[src/rtl/core/rau_pkg.sv]
// ----------------------------------------------------------------------------
// rau_pkg
// Shared types, codes and helpers for the rational arithmetic unit.
// ----------------------------------------------------------------------------
package rau_pkg;

    localparam int OPW = 16;
    localparam int RESW = 32;
    localparam int DIVW = 32;
    localparam int DCNTW = $clog2(DIVW + 1);
    localparam int GW = OPW + 1;
    localparam int KW = $clog2(GW + 1);

    typedef enum logic [2:0] {
        CMD_ADD = 3'd0,
        CMD_SUB = 3'd1,
        CMD_MUL = 3'd2,
        CMD_DIV = 3'd3,
        CMD_MOD = 3'd4,
        CMD_RED = 3'd5,
        CMD_CYC = 3'd6,
        CMD_ABS = 3'd7
    } cmd_t;

    typedef enum logic [1:0] {
        STAT_OK       = 2'd0,
        STAT_ZERO_DEN = 2'd1,
        STAT_DIV_ZERO = 2'd2,
        STAT_RSVD     = 2'd3
    } stat_t;

    typedef enum logic [3:0] {
        ST_IDLE,
        ST_MUL0,
        ST_MUL1,
        ST_MUL2,
        ST_GCD,
        ST_DIV_START,
        ST_DIV_WAIT,
        ST_FIN,
        ST_OUT
    } state_t;

    typedef struct packed {
        logic            start;
        logic [DIVW-1:0] dividend;
        logic [DIVW-1:0] divisor;
    } div_req_t;

    typedef struct packed {
        logic            done;
        logic [DIVW-1:0] quotient;
        logic [DIVW-1:0] remainder;
    } div_resp_t;

    // clamp a 34-bit signed value into the result range
    function automatic logic signed [RESW-1:0] sat_res(input logic signed [33:0] v);
        logic signed [33:0] hi;
        logic signed [33:0] lo;
        hi = 34'sd2147483647;
        lo = -34'sd2147483648;
        if (v > hi)
            return RESW'(hi);
        else if (v < lo)
            return RESW'(lo);
        else
            return RESW'(v);
    endfunction

endpackage

[src/rtl/core/rau_if.sv]
// ----------------------------------------------------------------------------
// rau_in_if / rau_out_if
// Valid/ready channels carrying operand and result transactions.
// ----------------------------------------------------------------------------
interface rau_in_if;
    logic                           valid;
    logic                           ready;
    logic [2:0]                     command;
    logic signed [rau_pkg::OPW-1:0] a_numerator;
    logic signed [rau_pkg::OPW-1:0] a_denominator;
    logic signed [rau_pkg::OPW-1:0] b_numerator;
    logic signed [rau_pkg::OPW-1:0] b_denominator;

    modport source (output valid, command, a_numerator, a_denominator,
                    b_numerator, b_denominator, input ready);
    modport sink   (input valid, command, a_numerator, a_denominator,
                    b_numerator, b_denominator, output ready);
endinterface

interface rau_out_if;
    logic                            valid;
    logic                            ready;
    logic signed [rau_pkg::RESW-1:0] res_numerator;
    logic signed [rau_pkg::RESW-1:0] res_denominator;
    logic [1:0]                      status;

    modport source (output valid, res_numerator, res_denominator, status,
                    input ready);
    modport sink   (input valid, res_numerator, res_denominator, status,
                    output ready);
endinterface

[src/rtl/core/rau_div.sv]
// ----------------------------------------------------------------------------
// rau_div
// Unsigned restoring divider, one quotient bit per cycle.
// ----------------------------------------------------------------------------
module rau_div (
    input  logic               clk,
    input  logic               rst_n,
    input  rau_pkg::div_req_t  req,
    output rau_pkg::div_resp_t resp
);
    import rau_pkg::*;

    logic [DIVW:0]    rem_reg, rem_next;
    logic [DIVW-1:0]  quo_reg, quo_next;
    logic [DIVW-1:0]  dsr_reg, dsr_next;
    logic [DCNTW-1:0] cnt_reg, cnt_next;
    logic             busy_reg, busy_next;
    logic             done_reg, done_next;
    logic [DIVW:0]    rem_sh;

    always_comb
    begin
        rem_next  = rem_reg;
        quo_next  = quo_reg;
        dsr_next  = dsr_reg;
        cnt_next  = cnt_reg;
        busy_next = busy_reg;
        done_next = 1'b0;
        rem_sh    = {rem_reg[DIVW-1:0], quo_reg[DIVW-1]};
        if (req.start)
        begin
            rem_next  = '0;
            quo_next  = req.dividend;
            dsr_next  = req.divisor;
            cnt_next  = '0;
            busy_next = 1'b1;
        end
        else if (busy_reg)
        begin
            if (rem_sh >= {1'b0, dsr_reg})
            begin
                rem_next = rem_sh - {1'b0, dsr_reg};
                quo_next = {quo_reg[DIVW-2:0], 1'b1};
            end
            else
            begin
                rem_next = rem_sh;
                quo_next = {quo_reg[DIVW-2:0], 1'b0};
            end
            cnt_next = cnt_reg + 1'b1;
            if (cnt_reg == DCNTW'(DIVW - 1))
            begin
                busy_next = 1'b0;
                done_next = 1'b1;
            end
        end
    end

    always_ff @(posedge clk or negedge rst_n)
    begin
        if (!rst_n)
        begin
            busy_reg <= 1'b0;
            done_reg <= 1'b0;
            cnt_reg  <= '0;
        end
        else
        begin
            busy_reg <= busy_next;
            done_reg <= done_next;
            cnt_reg  <= cnt_next;
        end
    end

    always_ff @(posedge clk)
    begin
        rem_reg <= rem_next;
        quo_reg <= quo_next;
        dsr_reg <= dsr_next;
    end

    assign resp.done      = done_reg;
    assign resp.quotient  = quo_reg;
    assign resp.remainder = rem_reg[DIVW-1:0];

endmodule

[src/rtl/core/rational_arithmetic_unit.sv]
// ----------------------------------------------------------------------------
// rational_arithmetic_unit
// Sequenced rational arithmetic on two 16-bit fractions.
// ----------------------------------------------------------------------------
// One transaction at a time; ready is low from acceptance until the result
// is taken. Add/sub/mul/div make three passes through one 16x16 multiplier
// and then finish; mod adds a restoring divide after the multiplies, cycle
// runs one divide, reduce runs a binary GCD (one subtract or shift per
// cycle) and then two divides, and abs goes straight to finish.
// Errors are flagged at acceptance and return in the next cycle with zero fields.
module rational_arithmetic_unit (
    input  logic      clk,
    input  logic      rst_n,
    rau_in_if.sink    in_ch,
    rau_out_if.source out_ch
);
    import rau_pkg::*;

    state_t state_reg, state_next;

    logic [2:0]             cmd_reg, cmd_next;
    logic signed [OPW-1:0]  an_reg, ad_reg, bn_reg, bd_reg;
    logic signed [OPW-1:0]  an_next, ad_next, bn_next, bd_next;
    logic signed [RESW-1:0] p1_reg, p2_reg, p3_reg, p1_next, p2_next, p3_next;
    logic [GW-1:0]          gp_reg, gq_reg, gp_next, gq_next;
    logic [KW-1:0]          k_reg, k_next;
    logic                   phase_reg, phase_next;
    logic [DIVW-1:0]        qa_reg, qa_next;
    logic signed [RESW-1:0] num_reg, den_reg, num_next, den_next;
    logic [1:0]             stat_reg, stat_next;
    logic                   ovalid_reg, ovalid_next;

    div_req_t  dreq;
    div_resp_t dresp;

    logic signed [OPW-1:0]  mul_a, mul_b;
    logic signed [RESW-1:0] mul_p;
    logic [1:0]             in_stat;
    logic                   in_acc, out_acc, gcd_done, mod_neg;
    logic [GW-1:0]          gcd_val, dm;
    logic signed [GW:0]     nn;
    logic signed [GW+1:0]   tt;

    rau_div u_div (
        .clk  (clk),
        .rst_n(rst_n),
        .req  (dreq),
        .resp (dresp)
    );

    assign in_acc  = in_ch.valid && in_ch.ready;
    assign out_acc = out_ch.valid && out_ch.ready;

    assign mul_p = RESW'(mul_a) * RESW'(mul_b);

    assign gcd_done = (gp_reg == '0) || (gq_reg == '0);
    assign gcd_val  = (gp_reg | gq_reg) << k_reg;
    assign mod_neg  = (an_reg != '0) && (an_reg[OPW-1] != ad_reg[OPW-1]);

    // cycle: nn = an * sign(ad), dm = |ad|, tt = nn + dm - 1
    assign dm = ad_reg[OPW-1] ? GW'(-ad_reg) : GW'(ad_reg);
    assign nn = ad_reg[OPW-1] ? -(GW+1)'(an_reg) : (GW+1)'(an_reg);
    assign tt = (GW+2)'(nn) + (GW+2)'(signed'({1'b0, dm})) - (GW+2)'(1);

    always_comb
    begin
        in_stat = STAT_OK;
        unique case (cmd_t'(in_ch.command))
            CMD_ADD, CMD_SUB, CMD_MUL:
                if (in_ch.a_denominator == '0 || in_ch.b_denominator == '0)
                    in_stat = STAT_ZERO_DEN;
            CMD_DIV, CMD_MOD:
                if (in_ch.a_denominator == '0)
                    in_stat = STAT_ZERO_DEN;
                else if (in_ch.b_numerator == '0)
                    in_stat = STAT_DIV_ZERO;
            CMD_RED, CMD_CYC:
                if (in_ch.a_denominator == '0)
                    in_stat = STAT_ZERO_DEN;
            default:
                in_stat = STAT_OK;
        endcase
    end

    // next state
    always_comb
    begin
        state_next = state_reg;
        unique case (state_reg)
            ST_IDLE:
                if (in_acc)
                begin
                    if (in_stat != STAT_OK)
                        state_next = ST_OUT;
                    else
                    begin
                        case (cmd_t'(in_ch.command))
                            CMD_RED: state_next = ST_GCD;
                            CMD_CYC: state_next = ST_DIV_START;
                            CMD_ABS: state_next = ST_FIN;
                            default: state_next = ST_MUL0;
                        endcase
                    end
                end
            ST_MUL0:      state_next = ST_MUL1;
            ST_MUL1:      state_next = ST_MUL2;
            ST_MUL2:      state_next = (cmd_reg == CMD_MOD) ? ST_DIV_START : ST_FIN;
            ST_GCD:       if (gcd_done) state_next = ST_DIV_START;
            ST_DIV_START: state_next = ST_DIV_WAIT;
            ST_DIV_WAIT:
                if (dresp.done)
                    state_next = (cmd_reg == CMD_RED && !phase_reg) ? ST_DIV_START
                                                                     : ST_FIN;
            ST_FIN:       state_next = ST_OUT;
            ST_OUT:       if (out_acc) state_next = ST_IDLE;
            default:      state_next = ST_IDLE;
        endcase
    end

    // outputs of the sequencer: multiplier operands and divider request
    always_comb
    begin
        mul_a         = an_reg;
        mul_b         = bd_reg;
        dreq.start    = 1'b0;
        dreq.dividend = '0;
        dreq.divisor  = '0;
        unique case (state_reg)
            ST_MUL0:
            begin
                mul_a = an_reg;
                mul_b = (cmd_reg == CMD_MUL) ? bn_reg : bd_reg;
            end
            ST_MUL1:
            begin
                mul_a = ad_reg;
                mul_b = bn_reg;
            end
            ST_MUL2:
            begin
                mul_a = ad_reg;
                mul_b = bd_reg;
            end
            ST_DIV_START:
            begin
                dreq.start = 1'b1;
                case (cmd_t'(cmd_reg))
                    CMD_MOD:
                    begin
                        dreq.dividend = p1_reg[RESW-1] ? DIVW'(-p1_reg) : DIVW'(p1_reg);
                        dreq.divisor  = p2_reg[RESW-1] ? DIVW'(-p2_reg) : DIVW'(p2_reg);
                    end
                    CMD_CYC:
                    begin
                        dreq.dividend = tt[GW+1] ? DIVW'(-tt) : DIVW'(tt);
                        dreq.divisor  = DIVW'({dm, 1'b0});
                    end
                    default:
                    begin
                        if (!phase_reg)
                            dreq.dividend = an_reg[OPW-1] ? DIVW'(-(GW'(an_reg)))
                                                          : DIVW'(an_reg);
                        else
                            dreq.dividend = DIVW'(dm);
                        dreq.divisor = DIVW'(gcd_val);
                    end
                endcase
            end
            default:
            begin
                mul_a = an_reg;
                mul_b = bd_reg;
            end
        endcase
    end

    // datapath
    always_comb
    begin
        logic signed [33:0] n;
        logic signed [33:0] d;
        logic signed [33:0] r;
        logic [DIVW-1:0]    rr;
        logic               flip;

        cmd_next    = cmd_reg;
        an_next     = an_reg;
        ad_next     = ad_reg;
        bn_next     = bn_reg;
        bd_next     = bd_reg;
        p1_next     = p1_reg;
        p2_next     = p2_reg;
        p3_next     = p3_reg;
        gp_next     = gp_reg;
        gq_next     = gq_reg;
        k_next      = k_reg;
        phase_next  = phase_reg;
        qa_next     = qa_reg;
        num_next    = num_reg;
        den_next    = den_reg;
        stat_next   = stat_reg;
        ovalid_next = ovalid_reg;
        n    = '0;
        d    = '0;
        r    = '0;
        rr   = '0;
        flip = 1'b0;

        case (state_reg)
            ST_IDLE:
                if (in_acc)
                begin
                    cmd_next   = in_ch.command;
                    an_next    = in_ch.a_numerator;
                    ad_next    = in_ch.a_denominator;
                    bn_next    = in_ch.b_numerator;
                    bd_next    = in_ch.b_denominator;
                    gp_next    = in_ch.a_numerator[OPW-1] ? GW'(-in_ch.a_numerator)
                                                          : GW'(in_ch.a_numerator);
                    gq_next    = in_ch.a_denominator[OPW-1] ? GW'(-in_ch.a_denominator)
                                                            : GW'(in_ch.a_denominator);
                    k_next     = '0;
                    phase_next = 1'b0;
                    stat_next  = in_stat;
                    if (in_stat != STAT_OK)
                    begin
                        num_next    = '0;
                        den_next    = '0;
                        ovalid_next = 1'b1;
                    end
                end
            ST_MUL0: p1_next = mul_p;
            ST_MUL1: p2_next = mul_p;
            ST_MUL2: p3_next = mul_p;
            ST_GCD:
                if (!gcd_done)
                begin
                    if (!gp_reg[0] && !gq_reg[0])
                    begin
                        gp_next = gp_reg >> 1;
                        gq_next = gq_reg >> 1;
                        k_next  = k_reg + 1'b1;
                    end
                    else if (!gp_reg[0])
                        gp_next = gp_reg >> 1;
                    else if (!gq_reg[0])
                        gq_next = gq_reg >> 1;
                    else if (gp_reg >= gq_reg)
                        gp_next = gp_reg - gq_reg;
                    else
                        gq_next = gq_reg - gp_reg;
                end
            ST_DIV_WAIT:
                if (dresp.done && !phase_reg)
                begin
                    qa_next    = dresp.quotient;
                    phase_next = 1'b1;
                end
            ST_FIN:
            begin
                case (cmd_t'(cmd_reg))
                    CMD_ADD:
                    begin
                        n = 34'(p1_reg) + 34'(p2_reg);
                        d = 34'(p3_reg);
                        flip = 1'b1;
                    end
                    CMD_SUB:
                    begin
                        n = 34'(p1_reg) - 34'(p2_reg);
                        d = 34'(p3_reg);
                        flip = 1'b1;
                    end
                    CMD_MUL:
                    begin
                        n = 34'(p1_reg);
                        d = 34'(p3_reg);
                        flip = 1'b1;
                    end
                    CMD_DIV:
                    begin
                        n = 34'(p1_reg);
                        d = 34'(p2_reg);
                        flip = 1'b1;
                    end
                    CMD_MOD:
                    begin
                        r = signed'({2'b00, dresp.remainder});
                        n = (mod_neg != p1_reg[RESW-1]) ? -r : r;
                        d = mod_neg ? -34'(p3_reg) : 34'(p3_reg);
                    end
                    CMD_RED:
                    begin
                        n = signed'({2'b00, qa_reg});
                        if (an_reg[OPW-1])
                            n = -n;
                        d = signed'({2'b00, dresp.quotient});
                        if (ad_reg[OPW-1])
                            d = -d;
                        flip = 1'b1;
                    end
                    CMD_CYC:
                    begin
                        if (nn == -(GW+1)'(signed'({1'b0, dm})))
                        begin
                            n = 34'(signed'({1'b0, dm}));
                            d = n;
                        end
                        else
                        begin
                            rr = dresp.remainder;
                            if (tt[GW+1] && rr != '0)
                                rr = DIVW'({dm, 1'b0}) - rr;
                            r = signed'({2'b00, rr}) - 34'(signed'({1'b0, dm})) + 34'sd1;
                            n = ad_reg[OPW-1] ? -r : r;
                            d = 34'(ad_reg);
                        end
                    end
                    default:
                    begin
                        n = an_reg[OPW-1] ? -34'(an_reg) : 34'(an_reg);
                        d = ad_reg[OPW-1] ? -34'(ad_reg) : 34'(ad_reg);
                    end
                endcase
                if (flip && d < 0)
                begin
                    n = -n;
                    d = -d;
                end
                num_next    = sat_res(n);
                den_next    = sat_res(d);
                ovalid_next = 1'b1;
            end
            ST_OUT:
                if (out_acc)
                    ovalid_next = 1'b0;
            default: ;
        endcase
    end

    always_ff @(posedge clk or negedge rst_n)
    begin
        if (!rst_n)
        begin
            state_reg  <= ST_IDLE;
            ovalid_reg <= 1'b0;
            phase_reg  <= 1'b0;
        end
        else
        begin
            state_reg  <= state_next;
            ovalid_reg <= ovalid_next;
            phase_reg  <= phase_next;
        end
    end

    always_ff @(posedge clk)
    begin
        cmd_reg  <= cmd_next;
        an_reg   <= an_next;
        ad_reg   <= ad_next;
        bn_reg   <= bn_next;
        bd_reg   <= bd_next;
        p1_reg   <= p1_next;
        p2_reg   <= p2_next;
        p3_reg   <= p3_next;
        gp_reg   <= gp_next;
        gq_reg   <= gq_next;
        k_reg    <= k_next;
        qa_reg   <= qa_next;
        num_reg  <= num_next;
        den_reg  <= den_next;
        stat_reg <= stat_next;
    end

    assign in_ch.ready            = (state_reg == ST_IDLE);
    assign out_ch.valid           = ovalid_reg;
    assign out_ch.res_numerator   = num_reg;
    assign out_ch.res_denominator = den_reg;
    assign out_ch.status          = stat_reg;

    a_valid_in_out: assert property (@(posedge clk) disable iff (!rst_n)
        out_ch.valid |-> state_reg == ST_OUT)
        else $error("result valid outside output state");

    a_err_zero: assert property (@(posedge clk) disable iff (!rst_n)
        (out_ch.valid && out_ch.status != STAT_OK) |->
            (out_ch.res_numerator == '0 && out_ch.res_denominator == '0))
        else $error("error result carries nonzero fields");

    a_one_at_a_time: assert property (@(posedge clk) disable iff (!rst_n)
        in_acc |=> !in_ch.ready)
        else $error("accepted a transaction while busy");

    a_div_idle: assert property (@(posedge clk) disable iff (!rst_n)
        dresp.done |-> state_reg == ST_DIV_WAIT)
        else $error("divider finished outside wait state");

endmodule
[src/flat_wrapper.sv]
// flat-port wrapper written by rule: the top's interface ports become plain ports
module rational_arithmetic_unit_flat import rau_pkg::*;
  (clk, rst_n, in_ch_valid, in_ch_command, in_ch_a_numerator, in_ch_a_denominator, in_ch_b_numerator, in_ch_b_denominator, in_ch_ready, out_ch_valid, out_ch_res_numerator, out_ch_res_denominator, out_ch_status, out_ch_ready);
  rau_in_if in_ch_i ();
  rau_out_if out_ch_i ();
  input  logic clk;
  input  logic rst_n;
  input wire logic [$bits(in_ch_i.valid)-1:0] in_ch_valid;
  input wire logic [$bits(in_ch_i.command)-1:0] in_ch_command;
  input wire logic [$bits(in_ch_i.a_numerator)-1:0] in_ch_a_numerator;
  input wire logic [$bits(in_ch_i.a_denominator)-1:0] in_ch_a_denominator;
  input wire logic [$bits(in_ch_i.b_numerator)-1:0] in_ch_b_numerator;
  input wire logic [$bits(in_ch_i.b_denominator)-1:0] in_ch_b_denominator;
  output wire logic [$bits(in_ch_i.ready)-1:0] in_ch_ready;
  output wire logic [$bits(out_ch_i.valid)-1:0] out_ch_valid;
  output wire logic [$bits(out_ch_i.res_numerator)-1:0] out_ch_res_numerator;
  output wire logic [$bits(out_ch_i.res_denominator)-1:0] out_ch_res_denominator;
  output wire logic [$bits(out_ch_i.status)-1:0] out_ch_status;
  input wire logic [$bits(out_ch_i.ready)-1:0] out_ch_ready;
  assign in_ch_i.valid = in_ch_valid;
  assign in_ch_i.command = in_ch_command;
  assign in_ch_i.a_numerator = in_ch_a_numerator;
  assign in_ch_i.a_denominator = in_ch_a_denominator;
  assign in_ch_i.b_numerator = in_ch_b_numerator;
  assign in_ch_i.b_denominator = in_ch_b_denominator;
  assign in_ch_ready = in_ch_i.ready;
  assign out_ch_valid = out_ch_i.valid;
  assign out_ch_res_numerator = out_ch_i.res_numerator;
  assign out_ch_res_denominator = out_ch_i.res_denominator;
  assign out_ch_status = out_ch_i.status;
  assign out_ch_i.ready = out_ch_ready;
  rational_arithmetic_unit u_core (.clk(clk), .rst_n(rst_n), .in_ch(in_ch_i), .out_ch(out_ch_i));
endmodule
[config.mk]
export PLATFORM = sky130hd
export DESIGN_NAME = rational_arithmetic_unit_flat
export DESIGN_NICKNAME = d
export VERILOG_FILES = /design/src/rtl/core/rau_pkg.sv /design/src/rtl/core/rau_if.sv /design/src/rtl/core/rau_div.sv /design/src/rtl/core/rational_arithmetic_unit.sv /design/src/flat_wrapper.sv
export SDC_FILE = /design/constraint.sdc
export NUM_CORES = 2
export LEC_CHECK = 0
export BUFFER_PORTS_ARGS = -buffer_cell sky130_fd_sc_hd__buf_2
export CORE_MARGIN = 2
export CORE_UTILIZATION = 65
export CTS_CLUSTER_SIZE = 20
export DETAILED_ROUTE_END_ITERATION = 12
export PLACE_DENSITY = 0.88
export SYNTH_ARGS = -nofsm -noshare
export SYNTH_HDL_FRONTEND = slang
export SYNTH_SLANG_ARGS = --single-unit
[constraint.sdc]
create_clock -name clk -period 16.55 [get_ports clk]
set_input_delay 2.4825 -clock clk [delete_from_list [all_inputs] [get_ports clk]]
set_output_delay 2.4825 -clock clk [all_outputs]
set_load 0.005 [all_outputs]
# After elaboration in Yosys (flattened, before gate mapping)

Index checks and enable logic that the tools add are counted.

Latch bits: 0
Memories kept: 0
Register bits: 410
Input port bits: 71
ROM bits: 0
RAM bits: 0

Muxes and demuxes: 96
$add $sub $neg: 30
$mul: 1
Shift-type cells: 1
$lt $le $gt $ge: 7
Divide/modulo/power cells: 0
Equal/unequal tests: 37
Bitwise gates (word level): 1
Reductions and logical operators: 47

Operators by type and width:

| operator              | number |
|---|---|
| $mux 32               | 18 |
| $mux 34               | 15 |
| $mux 17               | 15 |
| $pmux 34 s6           | 1 |
| $pmux 34 s5           | 1 |
| $neg 32->34           | 4 |
| $pmux 32 s2           | 2 |
| $pmux 64 s2           | 1 |
| $neg 34->34           | 3 |
| $gt 34x32->1 const B  | 2 |
| $lt 34x32->1 const B  | 2 |
| $neg 16->34           | 2 |
| $pmux 17 s2           | 2 |
| $mux 65               | 1 |
| $neg 32->32           | 2 |
| $neg 16->17           | 3 |
| $logic_not 16->1      | 3 |
| $pmux 4 s9            | 1 |
| $add 34x2->34 const B | 1 |
| $logic_not 17->1      | 2 |
| $lt 34x1->1 const B   | 1 |
| $sub 17x17->17        | 2 |
| $add 32x32->33        | 1 |
| $ge 33x32->1          | 1 |
| 59 further kinds      | 134 |

# Depth between registers and ports, before layout

Depth after elaboration: 23
Mapped depth: 49

# Cells and area by module

Synthesis repeated with hierarchy kept, for this count alone.

Cell total of the unflattened synthesis: 6,105
Area total of the unflattened synthesis: 51,110.3 µm²

By module, submodules not included:

| module                   | sequential area each (µm²) | instances | area an instance (µm²) | cells an instance |
|---|---|---|---|---|
| rational_arithmetic_unit | 9,158.8                    | 1         | 44,814.2               | 5,456 |
| rau_div                  | 2,762.6                    | 1         | 6,296.0                | 649 |

# Least setup slack after synthesis

OpenSTA, ideal clock, no wires.

Kind: register to register
Start point: reg u_core.ad_reg[15]
End point: reg u_core.num_reg[10], in the netlist u_core.out_ch.res_numerator[10], data pin
Slack: 4.995 ns
Arrival: 11.277 ns
Period minus slack after synthesis: 11.555 ns
Buffers on the path: 14
Required time: 16.272 ns
Stages on the path, launching flop included: 46
Cells stage by stage: edfxtp_1 clkbuf_1 clkbuf_1 clkbuf_1 buf_1 clkbuf_1 clkbuf_1 clkbuf_1 clkbuf_1 buf_1 nand2_1 xor2_1 nand2_1 ha_1 a211o_1 o211ai_1 a21oi_1 or3_1 [10 not listed] nand4_2 or4_4 nor4b_4 a21bo_4 or4_1 clkbuf_1 xnor2_1 o21a_1 o2111a_1 a211o_1 or4b_4 nor4_4 or2_2 a21oi_1 o21ai_1 and2b_4 buf_6 o31ai_2

Cells in the longest elaborated chain, start to end: 23
Elaborated cells between the ends (all ways): 41

RTL lines:

| what                   | line                            | source |
|---|---|---|
| from (decl)            | rational_arithmetic_unit.sv:22  | `logic signed [OPW-1:0] an_reg, ad_reg, bn_reg, bd_reg;` |
| from (signal assigned) | rational_arithmetic_unit.sv:361 | `ad_reg <= ad_next;` |
| $neg 16->17            | rational_arithmetic_unit.sv:61  | `assign dm = ad_reg[OPW-1] ? GW'(-ad_reg) : GW'(ad_reg);` |
| $mux 17                | rational_arithmetic_unit.sv:61  |  |
| $add 18x18->19         | rational_arithmetic_unit.sv:63  | `assign tt = (GW+2)'(nn) + (GW+2)'(signed'({1'b0, dm})) - (GW+2)'(1);` |
| $sub 19x2->19          | rational_arithmetic_unit.sv:63  |  |
| $logic_and 1x1->1      | rational_arithmetic_unit.sv:312 | `if (tt[GW+1] && rr != '0)` |
| $mux 32                | rational_arithmetic_unit.sv:312 |  |
| $mux 32                | rational_arithmetic_unit.sv:304 | `if (nn == -(GW+1)'(signed'({1'b0, dm})))` |
| $mux 32                | rational_arithmetic_unit.sv:261 | `case (cmd_t'(cmd_reg))` |
| [7 not listed]         | --                              |  |
| $mux 34                | rational_arithmetic_unit.sv:209 | `case (state_reg)` |
| $neg 34->34            | rational_arithmetic_unit.sv:327 | `n = -n;` |
| $mux 34 (*)            | rational_arithmetic_unit.sv:325 | `if (flip && d < 0)` |
| $mux 34 (*)            | rational_arithmetic_unit.sv:209 |  |
| $lt 34x32->1           | rau_pkg.sv:64                   | `else if (v < lo)` |
| $mux 32                | rau_pkg.sv:64                   |  |
| $mux 32 (*)            | rau_pkg.sv:62                   | `if (v > hi)` |
| $pmux 32 s2 (*)        | rational_arithmetic_unit.sv:209 |  |
| to (signal assigned)   | rational_arithmetic_unit.sv:371 | `num_reg <= num_next;` |
| to (decl)              | rational_arithmetic_unit.sv:29  | `logic signed [RESW-1:0] num_reg, den_reg, num_next, den_next;` |

Every way passes the cells marked *; elsewhere a longest branch is shown, timed or not. The select of a mux whose other input is x is not followed.
A chain may end at the register's enable or synchronous reset.

# Worst setup path in the final report

Same ends and word-level chain as after synthesis.

==> Flow_metrics.wiki <==
{| class="wikitable"
! Metric !! Value
|-
| Setup TNS || 0 ps
|-
| Fraction of the yosys area taken by sequential cells || 24.0%
|-
| Final number of setup-violating endpoints || 0
|-
| Drt total wl || 186 mm
|-
| Critical path's largest stage delay || 980 ps
|-
| Maximum achievable frequency || 75.7 MHz
|-
| Type of element launching the critical path || register
|-
| Status || complete, no violations
|-
| Master of the slowest instance on the critical path || edfxtp_1
|-
| Core Box Area || 75800 µm²
|-
| Path class of the lowest-slack min-delay path || reg -> reg
|-
| Routed wire per std cell || 26.7 µm
|-
| DRC violations left || 0
|-
| Final number of hold-violating endpoints || 0
|-
| FF-to-FF setup slack || 3350 ps
|-
| Transition time at the pin with the least slew margin || 1310 ps
|-
| Number of vias per cell after detailed routing || 7.01
|-
| Number of top-level pins || 139
|-
| Maximum clock path buffer count || 3
|-
| Post-synth design cell area || 49700 µm²
|-
| Total track usage || 46.7%
|-
| Hold buffer count at CTS || 0
|-
| Classification of the worst setup path || reg -> reg
|-
| Relative slew slack || 11.8%
|-
| Vias || 48700
|-
| FF-to-FF path depth || 36
|-
| Endpoint kind of the worst setup timing path || register
|-
| Horizontal die dimension || 280 µm
|-
| Synth warn || 0
|-
| Worst clock skew || 46.3 ps
|-
| Total placed cells including tap cells || 6851
|-
| FF-to-FF Start || u_core.ad_reg[15]$_DFFE_PP_
|-
| Num CTS Buffers || 47
|-
| Unrepaired setup endpoints after global routing || false
|-
| Worst EP required || 16900 ps
|-
| Sinks on Clock Net || 410
|-
| Drt pass-1 iters || 10
|-
| Initial antenna violation count || 6
|-
| Post-DP HPWL || 141 mm
|-
| Dpl cell area || 51200 µm²
|-
| Most area-consuming cells after synthesis || edfxtp_1, fa_1, ha_1
|-
| Final Instance Count excl. Fillers || 6943
|-
| Starting density of the core || 65.5%
|-
| Largest net degree at the start of global routing || 89
|-
| Count of flip-flops with a built-in enable after synthesis || 364
|-
| Cell count after synthesis || 5937
|-
| Layout area overhead || 6.46%
|-
| Share of post-route cells with drive strength above 1 || 8.30%
|-
| Area of the die || 78700 µm²
|-
| Via count of the first global-routing pass || 45900
|-
| Max-cap violations || 0
|-
| Share of the cycle needed by the critical path after routing || 79.8%
|-
| Post-synthesis sequential element count || 410
|-
| Worst setup path start || u_core.ad_reg[15]$_DFFE_PP_
|-
| Residual antenna-violating net count after detailed routing || 0
|-
| CTS tree || built
|-
| Average cell area after synthesis || 8.37 µm²
|-
| Clock edge transition at the registers on the reported setup and hold paths || 70 ps
|-
| End of the worst register-to-register path || u_core.out_ch.res_numerator[10]$_SDFFCE_PN0P_
|-
| Maximum fanout encountered on the critical timing path || 88
|-
| Share of Yosys cell area claimed by the top area cell type || 22.0%
|-
| Clk Tree Root Cell || clkbuf_16
|-
| Net total in the final layout || 6576
|-
| Crit path DAT || 13550 ps
|-
| Biggest area consumer among synthesized cells || edfxtp_1
|-
| Fin area || 52900 µm²
|-
| Global-route wire length before repair || 278 mm
|-
| Distinct cell type count after synthesis || 117
|-
| Clock latency on the worst-skew pair || 640 ps
|-
| Std-Cell Rows || 101
|-
| Filler cells || 5886
|-
| Grt total ovfl || 0
|-
| Worst setup path end || u_core.out_ch.res_numerator[10]$_SDFFCE_PN0P_
|-
| Number of resized instances in the post-cts repair step || 0
|-
| Initial DRC Count || 7466
|-
| Die Ht || 280 µm
|-
| Number of slew-limit violations in the final report || 0
|-
| Min Tclk post-route || 13200 ps
|-
| Ys flop type || edfxtp_1
|-
| RD Place Congestion || 1.08
|-
| I/O Buffers || 138
|-
| Number of buffers inserted by post-CTS setup repair || 0
|-
| CTS HTree Levels || 2
|-
| Post-synthesis async set-or-reset flop share || 3.41%
|}
-- cell families after synthesis --
| kind of cell | Yosys count | synth area share [%] |
|---|---|---|
| compound gates | 1665 | 21.9 |
| fa+ha+maj | 580 | 18.7 |
| flops | 410 | 24.0 |
| buf+inv | 853 | 6.57 |
| simple gates | 1797 | 17.3 |
| other cells | 2 | 0.0151 |
| mux | 100 | 2.12 |
| xor+xnor | 530 | 9.42 |
-- routing by layer --
layer  GRT usage [%]  part of all wire [%]  vias up
met5               0                0.0081        -
met4            40.3                    11        2
met3            13.4                    13     1005
met2            68.0                    41     3779
met1            56.7                    35    22800
li1                -                     -    21100
-- layout by cell type (no fill, tap or decap), types with 179 or more instances in the layout --
master    synthesis  final
xnor2_1         347    346
inv_1           554    551
edfxtp_1        364    364
nor2_1          506    501
a21oi_1         454    453
fa_1            270    270
xor2_1          179    179
ha_1            310    310
o21ai_0         424    420
nand2_1         572    571
-- final cells by class --
cell class | count | area [µm²] | share of cell area (%)
Multi-Input combinational cell | 4675 | 34600 | 65.4
Sequential cell | 410 | 11900 | 22.5
Inverter | 559 | 2100 | 3.97
Timing Repair Buffer | 232 | 1400 | 2.65
Tap cell | 978 | 1220 | 2.31
Clock buffer | 50 | 1190 | 2.24
Clock inverter | 38 | 459 | 0.868
Antenna cell | 1 | 2.50 | 0.00473
-- worst max-delay path: cells and delay by family (launching register included) --
kind | cells | cell delay [ps]
and+or+nand+nor | 16 | 4860
buffers and inverters | 3 | 1400
xor gates and xnor gates | 5 | 1490
AOI/OAI and AO/OA | 10 | 3360
adders and majority gates | 2 | 800
DFF | 1 | 980
-- stage by stage --
step | hold slack, ps | util (%) | worst slack, ps
6_report | 545 | 69.8 | 3350
5_1_grt | 540 | 69.8 | 2690
2_1_floorplan | 424 | - | 5000
4_1_cts | 521 | 69.7 | 3680
3_3_place_gp | 505 | 67.5 | 4030
3_5_place_dp | 523 | 67.5 | 3710
-- cell usage after synthesis, types with 28 or more instances --
library cell and n:
nand2_1 572, inv_1 554, nor2_1 506, a21oi_1 454
o21ai_0 424, edfxtp_1 364, xnor2_1 347, ha_1 310
fa_1 270, clkbuf_1 243, xor2_1 179, nor3_1 134
nand3_1 87, mux2i_1 79, o31ai_1 78, or3_1 77
a21o_1 68, nor4_1 64, nand2b_1 58, o22ai_1 51
a211oi_1 50, a221oi_1 47, a31oi_1 46, o21bai_1 46
o41ai_1 43, nor2b_1 40, o211ai_1 40, or2_2 40
and2_1 37, or4_1 37, nand4_1 36, and3_1 33
dfxtp_1 32, a222oi_1 28, buf_1 28
-- worst min-delay path by stage --
stage | startpoint | end | slack, ps | cells after the start
detailed placement | u_core.u_div.quo_reg[13]$_DFFE_PP_ | u_core.qa_reg[13]$_DFFE_PP_ | 520 | 0
finish | u_core.u_div.cnt_reg[5]$_DFFE_PN0P_ | u_core.u_div.cnt_reg[5]$_DFFE_PN0P_ | 550 | 2
global placement | u_core.out_ch.valid$_DFFE_PN0P_ | u_core.out_ch.valid$_DFFE_PN0P_ | 500 | 2
floorplan | u_core.u_div.quo_reg[25]$_DFFE_PP_ | u_core.qa_reg[25]$_DFFE_PP_ | 420 | 0
CTS | u_core.u_div.quo_reg[8]$_DFFE_PP_ | u_core.qa_reg[8]$_DFFE_PP_ | 520 | 0
global route | u_core.u_div.quo_reg[8]$_DFFE_PP_ | u_core.qa_reg[8]$_DFFE_PP_ | 540 | 0
Power is not shown: default switching activity piles up to over one toggle a cycle in this logic, so the estimate is an artifact.
